**src/rtl/core/lrsgd_pkg.sv**
```systemverilog
`timescale 1ns / 1ps
// ----------------------------------------------------------------------------
// lrsgd_pkg
// shared types, constants and helpers for the sgd linear regression trainer
// ----------------------------------------------------------------------------
package lrsgd_pkg;

    localparam int DATA_W        = 32;
    localparam int ERR_W         = 31;
    localparam int RATE_W        = 16;
    localparam int MUL_W         = 33;
    localparam int PROD_W        = 64;
    localparam int FRAC_BITS_DEF = 16;

    localparam logic [RATE_W-1:0] RATE_RESET = 16'd655;
    localparam logic [DATA_W-1:0] ERR_RESET  = 32'hFFFF_FFFF;
    localparam logic [ERR_W-1:0]  ERR_MAX    = 31'h7FFF_FFFF;
    localparam logic [DATA_W-1:0] DATA_MIN   = 32'h8000_0000;

    typedef enum logic [3:0] {
        ST_IDLE,
        ST_FIT_MUL,
        ST_FIT_SUM,
        ST_FIT_DEV,
        ST_FIT_RATE,
        ST_FIT_STEP0,
        ST_FIT_GAIN,
        ST_FIT_STEP1,
        ST_FIT_BEST,
        ST_PRED_MUL,
        ST_PRED_SUM
    } state_t;

    typedef enum logic [1:0] {
        MUL_SLOPE_X,
        MUL_RATE_D,
        MUL_STEP_X,
        MUL_BEST_X
    } mul_sel_t;

    typedef struct packed {
        logic     s_ready;
        logic     load_in;
        mul_sel_t mul_sel;
        logic     sum_en;
        logic     dev_en;
        logic     step0_en;
        logic     step1_en;
        logic     best_en;
        logic     out_load;
    } ctrl_t;

    // saturate a wide signed value to the signed 32-bit range
    function automatic logic signed [DATA_W-1:0] sat32(input logic signed [PROD_W-1:0] v);
        logic signed [PROD_W-1:0] hi;
        logic signed [PROD_W-1:0] lo;
        hi = {{(PROD_W-DATA_W+1){1'b0}}, {(DATA_W-1){1'b1}}};
        lo = {{(PROD_W-DATA_W+1){1'b1}}, {(DATA_W-1){1'b0}}};
        if (v > hi) begin
            sat32 = hi[DATA_W-1:0];
        end else if (v < lo) begin
            sat32 = lo[DATA_W-1:0];
        end else begin
            sat32 = v[DATA_W-1:0];
        end
    endfunction

endpackage

```
**src/rtl/core/lrsgd_mult.sv**
```systemverilog
`timescale 1ns / 1ps
// ----------------------------------------------------------------------------
// lrsgd_mult
// shared signed multiplier with a registered product
// ----------------------------------------------------------------------------
module lrsgd_mult (
    input  logic                                 aclk,
    input  logic signed [lrsgd_pkg::MUL_W-1:0]   op_a,
    input  logic signed [lrsgd_pkg::MUL_W-1:0]   op_b,
    output logic signed [lrsgd_pkg::PROD_W-1:0]  prod
);

    logic signed [2*lrsgd_pkg::MUL_W-1:0] full_prod;
    logic signed [lrsgd_pkg::PROD_W-1:0]  prod_reg;

    assign full_prod = op_a * op_b;

    always_ff @(posedge aclk) begin
        prod_reg <= full_prod[lrsgd_pkg::PROD_W-1:0];
    end

    assign prod = prod_reg;

endmodule

```
**src/rtl/core/lrsgd_seq.sv**
```systemverilog
`timescale 1ns / 1ps
// ----------------------------------------------------------------------------
// lrsgd_seq
// sequencer stepping one transaction through the shared multiplier
// ----------------------------------------------------------------------------
module lrsgd_seq (
    input  logic              aclk,
    input  logic              aresetn,
    input  logic              s_valid,
    input  logic              s_action,
    input  logic              out_free,
    output lrsgd_pkg::ctrl_t  ctrl
);

    lrsgd_pkg::state_t state_reg;
    lrsgd_pkg::state_t state_next;

    always_ff @(posedge aclk) begin
        if (!aresetn) begin
            state_reg <= lrsgd_pkg::ST_IDLE;
        end else begin
            state_reg <= state_next;
        end
    end

    always_comb begin
        state_next = state_reg;
        unique case (state_reg)
            lrsgd_pkg::ST_IDLE: begin
                if (s_valid) begin
                    state_next = s_action ? lrsgd_pkg::ST_PRED_MUL : lrsgd_pkg::ST_FIT_MUL;
                end
            end
            lrsgd_pkg::ST_FIT_MUL:   state_next = lrsgd_pkg::ST_FIT_SUM;
            lrsgd_pkg::ST_FIT_SUM:   state_next = lrsgd_pkg::ST_FIT_DEV;
            lrsgd_pkg::ST_FIT_DEV:   state_next = lrsgd_pkg::ST_FIT_RATE;
            lrsgd_pkg::ST_FIT_RATE:  state_next = lrsgd_pkg::ST_FIT_STEP0;
            lrsgd_pkg::ST_FIT_STEP0: state_next = lrsgd_pkg::ST_FIT_GAIN;
            lrsgd_pkg::ST_FIT_GAIN:  state_next = lrsgd_pkg::ST_FIT_STEP1;
            lrsgd_pkg::ST_FIT_STEP1: state_next = lrsgd_pkg::ST_FIT_BEST;
            lrsgd_pkg::ST_FIT_BEST:  state_next = lrsgd_pkg::ST_PRED_MUL;
            lrsgd_pkg::ST_PRED_MUL:  state_next = lrsgd_pkg::ST_PRED_SUM;
            lrsgd_pkg::ST_PRED_SUM: begin
                if (out_free) begin
                    state_next = lrsgd_pkg::ST_IDLE;
                end
            end
            default: state_next = lrsgd_pkg::ST_IDLE;
        endcase
    end

    always_comb begin
        ctrl          = '0;
        ctrl.mul_sel  = lrsgd_pkg::MUL_SLOPE_X;
        unique case (state_reg)
            lrsgd_pkg::ST_IDLE: begin
                ctrl.s_ready = 1'b1;
                ctrl.load_in = s_valid;
            end
            lrsgd_pkg::ST_FIT_MUL:   ctrl.mul_sel = lrsgd_pkg::MUL_SLOPE_X;
            lrsgd_pkg::ST_FIT_SUM:   ctrl.sum_en = 1'b1;
            lrsgd_pkg::ST_FIT_DEV:   ctrl.dev_en = 1'b1;
            lrsgd_pkg::ST_FIT_RATE:  ctrl.mul_sel = lrsgd_pkg::MUL_RATE_D;
            lrsgd_pkg::ST_FIT_STEP0: ctrl.step0_en = 1'b1;
            lrsgd_pkg::ST_FIT_GAIN:  ctrl.mul_sel = lrsgd_pkg::MUL_STEP_X;
            lrsgd_pkg::ST_FIT_STEP1: ctrl.step1_en = 1'b1;
            lrsgd_pkg::ST_FIT_BEST:  ctrl.best_en = 1'b1;
            lrsgd_pkg::ST_PRED_MUL:  ctrl.mul_sel = lrsgd_pkg::MUL_BEST_X;
            lrsgd_pkg::ST_PRED_SUM: begin
                ctrl.mul_sel  = lrsgd_pkg::MUL_BEST_X;
                ctrl.out_load = out_free;
            end
            default: ctrl = '0;
        endcase
    end

endmodule

```
**src/rtl/core/linear_regression_sgd_trainer_core.sv**
```systemverilog
`timescale 1ns / 1ps
// a new transaction is accepted only in idle, after the previous one has loaded its result;
// train and predict transactions run as a sequence of dependent products through the
// single shared 33x33 multiplier
// the result register frees the core once the result is loaded
// reset: synchronous active-low aresetn zeroes coefficients and best pair, sets the
// least error to all ones and the rate to its default
// ----------------------------------------------------------------------------
// linear_regression_sgd_trainer_core
// online linear regression by stochastic gradient descent, signed fixed point
// ----------------------------------------------------------------------------
module linear_regression_sgd_trainer_core #(
    parameter int FRAC_BITS = lrsgd_pkg::FRAC_BITS_DEF
) (
    input  logic                                aclk,
    input  logic                                aresetn,
    input  logic                                cfg_valid,
    output logic                                cfg_ready,
    input  logic [lrsgd_pkg::RATE_W-1:0]        cfg_data,
    input  logic                                s_valid,
    output logic                                s_ready,
    input  logic                                s_action,
    input  logic signed [lrsgd_pkg::DATA_W-1:0] s_x_value,
    input  logic signed [lrsgd_pkg::DATA_W-1:0] s_y_value,
    output logic                                m_valid,
    input  logic                                m_ready,
    output logic signed [lrsgd_pkg::DATA_W-1:0] m_intercept,
    output logic signed [lrsgd_pkg::DATA_W-1:0] m_slope,
    output logic [lrsgd_pkg::ERR_W-1:0]         m_abs_error,
    output logic [lrsgd_pkg::ERR_W-1:0]         m_best_error,
    output logic signed [lrsgd_pkg::DATA_W-1:0] m_prediction
);

    localparam int DW = lrsgd_pkg::DATA_W;
    localparam int PW = lrsgd_pkg::PROD_W;
    localparam int MW = lrsgd_pkg::MUL_W;
    localparam int RW = lrsgd_pkg::RATE_W;
    localparam int EW = lrsgd_pkg::ERR_W;

    lrsgd_pkg::ctrl_t ctrl;

    logic [RW-1:0]        rate_reg;
    logic signed [DW-1:0] x_reg;
    logic signed [DW-1:0] y_reg;
    logic signed [DW-1:0] b0_reg;
    logic signed [DW-1:0] b1_reg;
    logic signed [DW-1:0] bb0_reg;
    logic signed [DW-1:0] bb1_reg;
    logic [DW-1:0]        least_reg;
    logic signed [DW-1:0] p_reg;
    logic signed [DW-1:0] d_reg;
    logic signed [DW-1:0] s0_reg;
    logic [EW-1:0]        absd_reg;

    logic                 m_valid_reg;
    logic signed [DW-1:0] m_intercept_reg;
    logic signed [DW-1:0] m_slope_reg;
    logic [EW-1:0]        m_abs_error_reg;
    logic [EW-1:0]        m_best_error_reg;
    logic signed [DW-1:0] m_prediction_reg;

    logic signed [MW-1:0] op_a;
    logic signed [MW-1:0] op_b;
    logic signed [PW-1:0] prod;
    logic signed [PW-1:0] prod_frac;
    logic signed [DW-1:0] s0_w;
    logic signed [PW-1:0] dev_full;
    logic signed [DW-1:0] d_neg;
    logic [EW-1:0]        absd_w;
    logic                 out_free;

    assign out_free  = !m_valid_reg || m_ready;
    assign cfg_ready = 1'b1;
    assign s_ready   = ctrl.s_ready;

    lrsgd_seq u_seq (
        .aclk     (aclk),
        .aresetn  (aresetn),
        .s_valid  (s_valid),
        .s_action (s_action),
        .out_free (out_free),
        .ctrl     (ctrl)
    );

    // multiplier operand select
    always_comb begin
        case (ctrl.mul_sel)
            lrsgd_pkg::MUL_SLOPE_X: begin
                op_a = MW'(b1_reg);
                op_b = MW'(x_reg);
            end
            lrsgd_pkg::MUL_RATE_D: begin
                op_a = signed'({{(MW-RW){1'b0}}, rate_reg});
                op_b = MW'(d_reg);
            end
            lrsgd_pkg::MUL_STEP_X: begin
                op_a = MW'(s0_reg);
                op_b = MW'(x_reg);
            end
            lrsgd_pkg::MUL_BEST_X: begin
                op_a = MW'(bb1_reg);
                op_b = MW'(x_reg);
            end
            default: begin
                op_a = '0;
                op_b = '0;
            end
        endcase
    end

    lrsgd_mult u_mult (
        .aclk (aclk),
        .op_a (op_a),
        .op_b (op_b),
        .prod (prod)
    );

    assign prod_frac = prod >>> FRAC_BITS;
    assign s0_w      = prod[RW+DW-1:RW];
    assign dev_full  = PW'(p_reg) - PW'(y_reg);
    assign d_neg     = -d_reg;

    // magnitude of the deviation, most negative value clamps
    always_comb begin
        if (!d_reg[DW-1]) begin
            absd_w = d_reg[EW-1:0];
        end else if (d_reg == lrsgd_pkg::DATA_MIN) begin
            absd_w = lrsgd_pkg::ERR_MAX;
        end else begin
            absd_w = d_neg[EW-1:0];
        end
    end

    always_ff @(posedge aclk) begin
        if (!aresetn) begin
            rate_reg  <= lrsgd_pkg::RATE_RESET;
            b0_reg    <= '0;
            b1_reg    <= '0;
            bb0_reg   <= '0;
            bb1_reg   <= '0;
            least_reg <= lrsgd_pkg::ERR_RESET;
        end else begin
            if (cfg_valid) begin
                rate_reg <= cfg_data;
            end
            if (ctrl.step0_en) begin
                b0_reg <= lrsgd_pkg::sat32(PW'(b0_reg) - PW'(s0_w));
            end
            if (ctrl.step1_en) begin
                b1_reg <= lrsgd_pkg::sat32(PW'(b1_reg) - prod_frac);
            end
            if (ctrl.best_en && ({1'b0, absd_reg} < least_reg)) begin
                least_reg <= {1'b0, absd_reg};
                bb0_reg   <= b0_reg;
                bb1_reg   <= b1_reg;
            end
        end
    end

    // working registers
    always_ff @(posedge aclk) begin
        if (ctrl.load_in) begin
            x_reg    <= s_x_value;
            y_reg    <= s_y_value;
            absd_reg <= '0;
        end
        if (ctrl.sum_en) begin
            p_reg <= lrsgd_pkg::sat32(PW'(b0_reg) + prod_frac);
        end
        if (ctrl.dev_en) begin
            d_reg <= lrsgd_pkg::sat32(dev_full);
        end
        if (ctrl.step0_en) begin
            s0_reg   <= s0_w;
            absd_reg <= absd_w;
        end
    end

    // result register
    always_ff @(posedge aclk) begin
        if (!aresetn) begin
            m_valid_reg <= 1'b0;
        end else if (ctrl.out_load) begin
            m_valid_reg <= 1'b1;
        end else if (m_ready) begin
            m_valid_reg <= 1'b0;
        end
    end

    always_ff @(posedge aclk) begin
        if (ctrl.out_load) begin
            m_intercept_reg  <= b0_reg;
            m_slope_reg      <= b1_reg;
            m_abs_error_reg  <= absd_reg;
            m_best_error_reg <= least_reg[DW-1] ? lrsgd_pkg::ERR_MAX : least_reg[EW-1:0];
            m_prediction_reg <= lrsgd_pkg::sat32(PW'(bb0_reg) + prod_frac);
        end
    end

    assign m_valid      = m_valid_reg;
    assign m_intercept  = m_intercept_reg;
    assign m_slope      = m_slope_reg;
    assign m_abs_error  = m_abs_error_reg;
    assign m_best_error = m_best_error_reg;
    assign m_prediction = m_prediction_reg;

endmodule

```
**config.mk**
```make
export PLATFORM = sky130hd
export DESIGN_NAME = linear_regression_sgd_trainer_core
export DESIGN_NICKNAME = d
export VERILOG_FILES = /design/src/rtl/core/lrsgd_pkg.sv /design/src/rtl/core/lrsgd_mult.sv /design/src/rtl/core/lrsgd_seq.sv /design/src/rtl/core/linear_regression_sgd_trainer_core.sv
export SDC_FILE = /design/constraint.sdc
export NUM_CORES = 2
export LEC_CHECK = 0
export BUFFER_PORTS_ARGS = -buffer_cell sky130_fd_sc_hd__buf_2
export CAP_MARGIN = 15
export CORE_ASPECT_RATIO = 1.25
export CORE_UTILIZATION = 28
export DETAILED_ROUTE_END_ITERATION = 7
export SLEW_MARGIN = 20
export SYNTH_ARGS = -nofsm -noshare
export SYNTH_HDL_FRONTEND = slang
export SYNTH_HIERARCHICAL = 1
export SYNTH_SLANG_ARGS = --single-unit
export TNS_END_PERCENT = 1
```
**constraint.sdc**
```tcl
create_clock -name aclk -period 20.8 [get_ports aclk]
set_clock_uncertainty 0.2 [all_clocks]
set_input_delay 0 -clock aclk [delete_from_list [all_inputs] [get_ports aclk]]
set_output_delay 0 -clock aclk [all_outputs]
set_load 0.005 [all_outputs]
```
==> results by group <==
Yosys
  – Mapped Area: 71700 µm²
  – Synth Warn #: 6
  – Mapped Cells: around 7500
  – Mapped Avg Cell Area: approximately 9.5 µm²
  – Syn Nets: slightly above 9000

Critical path
  – Max FO, Critical Path: 34
  – Max stage delay on crit path: about 0.90 ns
  – Worst EP required: 21.10 ns
  – Worst setup EP type: flip-flop
  – CP max stage cell: nor2b_4
  – Crit Path Class: reg -> reg
  – CP dominant cell by count: fa_1
  – Family with the most delay on the worst path: adder cells
  – Arr. time, crit path: between 10 and 15 ns
  – Crit path launch type: flip-flop
  – Register-to-register setup slack: roughly 8.9 ns
  – WP buf/inv: 6

Pwr
  – Switching Share: 0.493
  – PwrDens: approximately 100 nW/µm²
  – Reg power frac: 0.197
  – Internal power: roughly 4 mW
  – VDD IR-drop max: 0.120 mV
  – Gate power share: 0.651
  – Clock network power share: 0.152
  – Switch Pwr: 3.99 mW
  – P_leak: approximately 36 nW

STA
  – Setup violations, final: 0
  – Setup TNS: 0 ns
  – Least-Margin Pin Slew: about 1.2 ns
  – Max-slew violation count: 0
  – Min cycle time layout: 11.90 ns
  – WHS: between 0.15 and 0.2 ns
  – Fin. Hold Viols: 0
  – RSZ-0062 raised after global routing: no
  – Max Fclk: approximately 84 MHz
  – Worst slew margin relative to its limit: 0.228
  – Crit share post-route: 0.572

Floorplanning
  – Die area: 258000 µm²
  – IO Pins: around 250
  – Die Span X: about 450 µm
  – Core ar.: roughly 250000 µm²
  – Die H: 568 µm
  – Row count: 207
  – Initial Util: 0.282

Route
  – Initial DRC count: 3474
  – Wirelength per Cell: 19.0 µm
  – Remaining antenna violation count: 0
  – Via count of the routed design: 53800
  – Routed WL: between 200000 and 250000 µm
  – Drt drc: 0
  – Detailed Routing Iterations Pass 1: 7
  – DR vias/cell: around 4.9

Clocking
  – Clk sinks: roughly 580
  – CTS tree: done
  – H-tree levels: 3
  – Clock Tree Root: clkbuf_16
  – Number of CTS-inserted buffers: 66
  – Clock Latency Late Sink: 0.63 ns
  – Clk buf depth: 3
  – Number of setup buffers added after CTS: 0
  – Clk pin slew, worst setup/hold paths: 0.07 ns

GRT
  – Gr ovfl total: 0
  – First-pass GRT wire length: between 300000 and 400000 µm
  – Largest net degree at the start of global routing: a little over 100
  – Total track usage: 0.162
  – Initial antenna violation count: 10
  – Vias in the first global route: roughly 56000

Layout
  – Fillers: 26100
  – Layout cells sized above 1: 0.0725
  – Area grow syn2layout: 11.7%
  – Commonest cells after routing, fill and taps aside: inv_1, fa_1, nand2_1
  – Leading cell type in the layout, fill and taps excluded: inv_1
  – Max FFs per register: 48
  – Nets: 9327

Placed design
  – DP HPWL: around 170000 µm
  – Port Buf Inserts: between 200 and 250
  – RePlAce Congestion: roughly 0.95

Min path
  – Hold/Removal Path Class: in -> reg

Run status
  – Status: finished, final reports clean

Run
  – Max-cap check violation count: 0
==> metal layers <==
layer / part of all wire / GRT usage / wire length [µm] / vias up
li1: - / - / - / 24400
met1: 0.39 / 0.187 / 81100 / 27600
met2: 0.53 / 0.298 / 111000 / 1365
met3: 0.036 / 0.0149 / 7490 / 402
met4: 0.051 / 0.0740 / 10800 / 4
met5: 0.00010 / 0 / 21 / -
==> power by group through the flow <==
stage          clock [mW]  sequential (mW)  combinational (mW)
6_report             1.23             1.60                5.27
5_1_grt              1.30             1.60                5.88
4_1_cts              1.25             1.60                5.30
3_5_place_dp            0             1.62                5.22
3_3_place_gp            0             1.63                5.17
2_1_floorplan           0             1.47                3.78
==> metrics by stage <==
step / cell area [µm²] / setup WS [ns] / util / instances / power [mW]
global route: 80100 / 8.11 / 0.315 / 11100 / 8.77
detailed placement: 76200 / 8.93 / 0.299 / 10800 / 6.84
global placement: 76200 / 9.12 / 0.299 / 10800 / 6.79
CTS: 80100 / 8.89 / 0.315 / 11100 / 8.15
finish: 80100 / 8.90 / 0.315 / 11100 / 8.10
floorplan: 71700 / 10.75 / - / 7527 / 5.26
==> area by class of cell <==
class                      count  area [µm²]  share of cell area
multi-input combinational   5269       50500               0.630
inverter                    1278        4800              0.0599
tap                         3344        4180              0.0522
timing repair buffer         467        3310              0.0413
sequential                   578       15100               0.188
antenna                        4        10.0            0.000125
clock buffer                  87        1830              0.0228
clock inverter                35         452             0.00564
==> final timing paths <==
path	depth (start not counted)	start	end
worst max register to register	30	u_seq/state_reg[1]$_SDFFE_PN0P_	u_mult/prod[63]$_DFF_P_
worst max-delay path	30	u_seq/state_reg[1]$_SDFFE_PN0P_	u_mult/prod[63]$_DFF_P_
worst min register to register	2	bb1_reg[6]$_SDFFE_PN0P_	bb1_reg[6]$_SDFFE_PN0P_
worst min-delay path	3	aresetn	least_reg[0]$_SDFFE_PN1P_
==> tightest hold or removal path, cell delays in order <==
cell and delay, ns:
dlygate4sd3_1 0.56, buf_6 0.22, nand2_1 0.11
==> what timing repair did <==
item	4_1_cts	5_1_grt
resized for setup	0	0
hold buffers	165	0
hold endpoints to repair	125	0
Power figures use the tool's default switching activity.
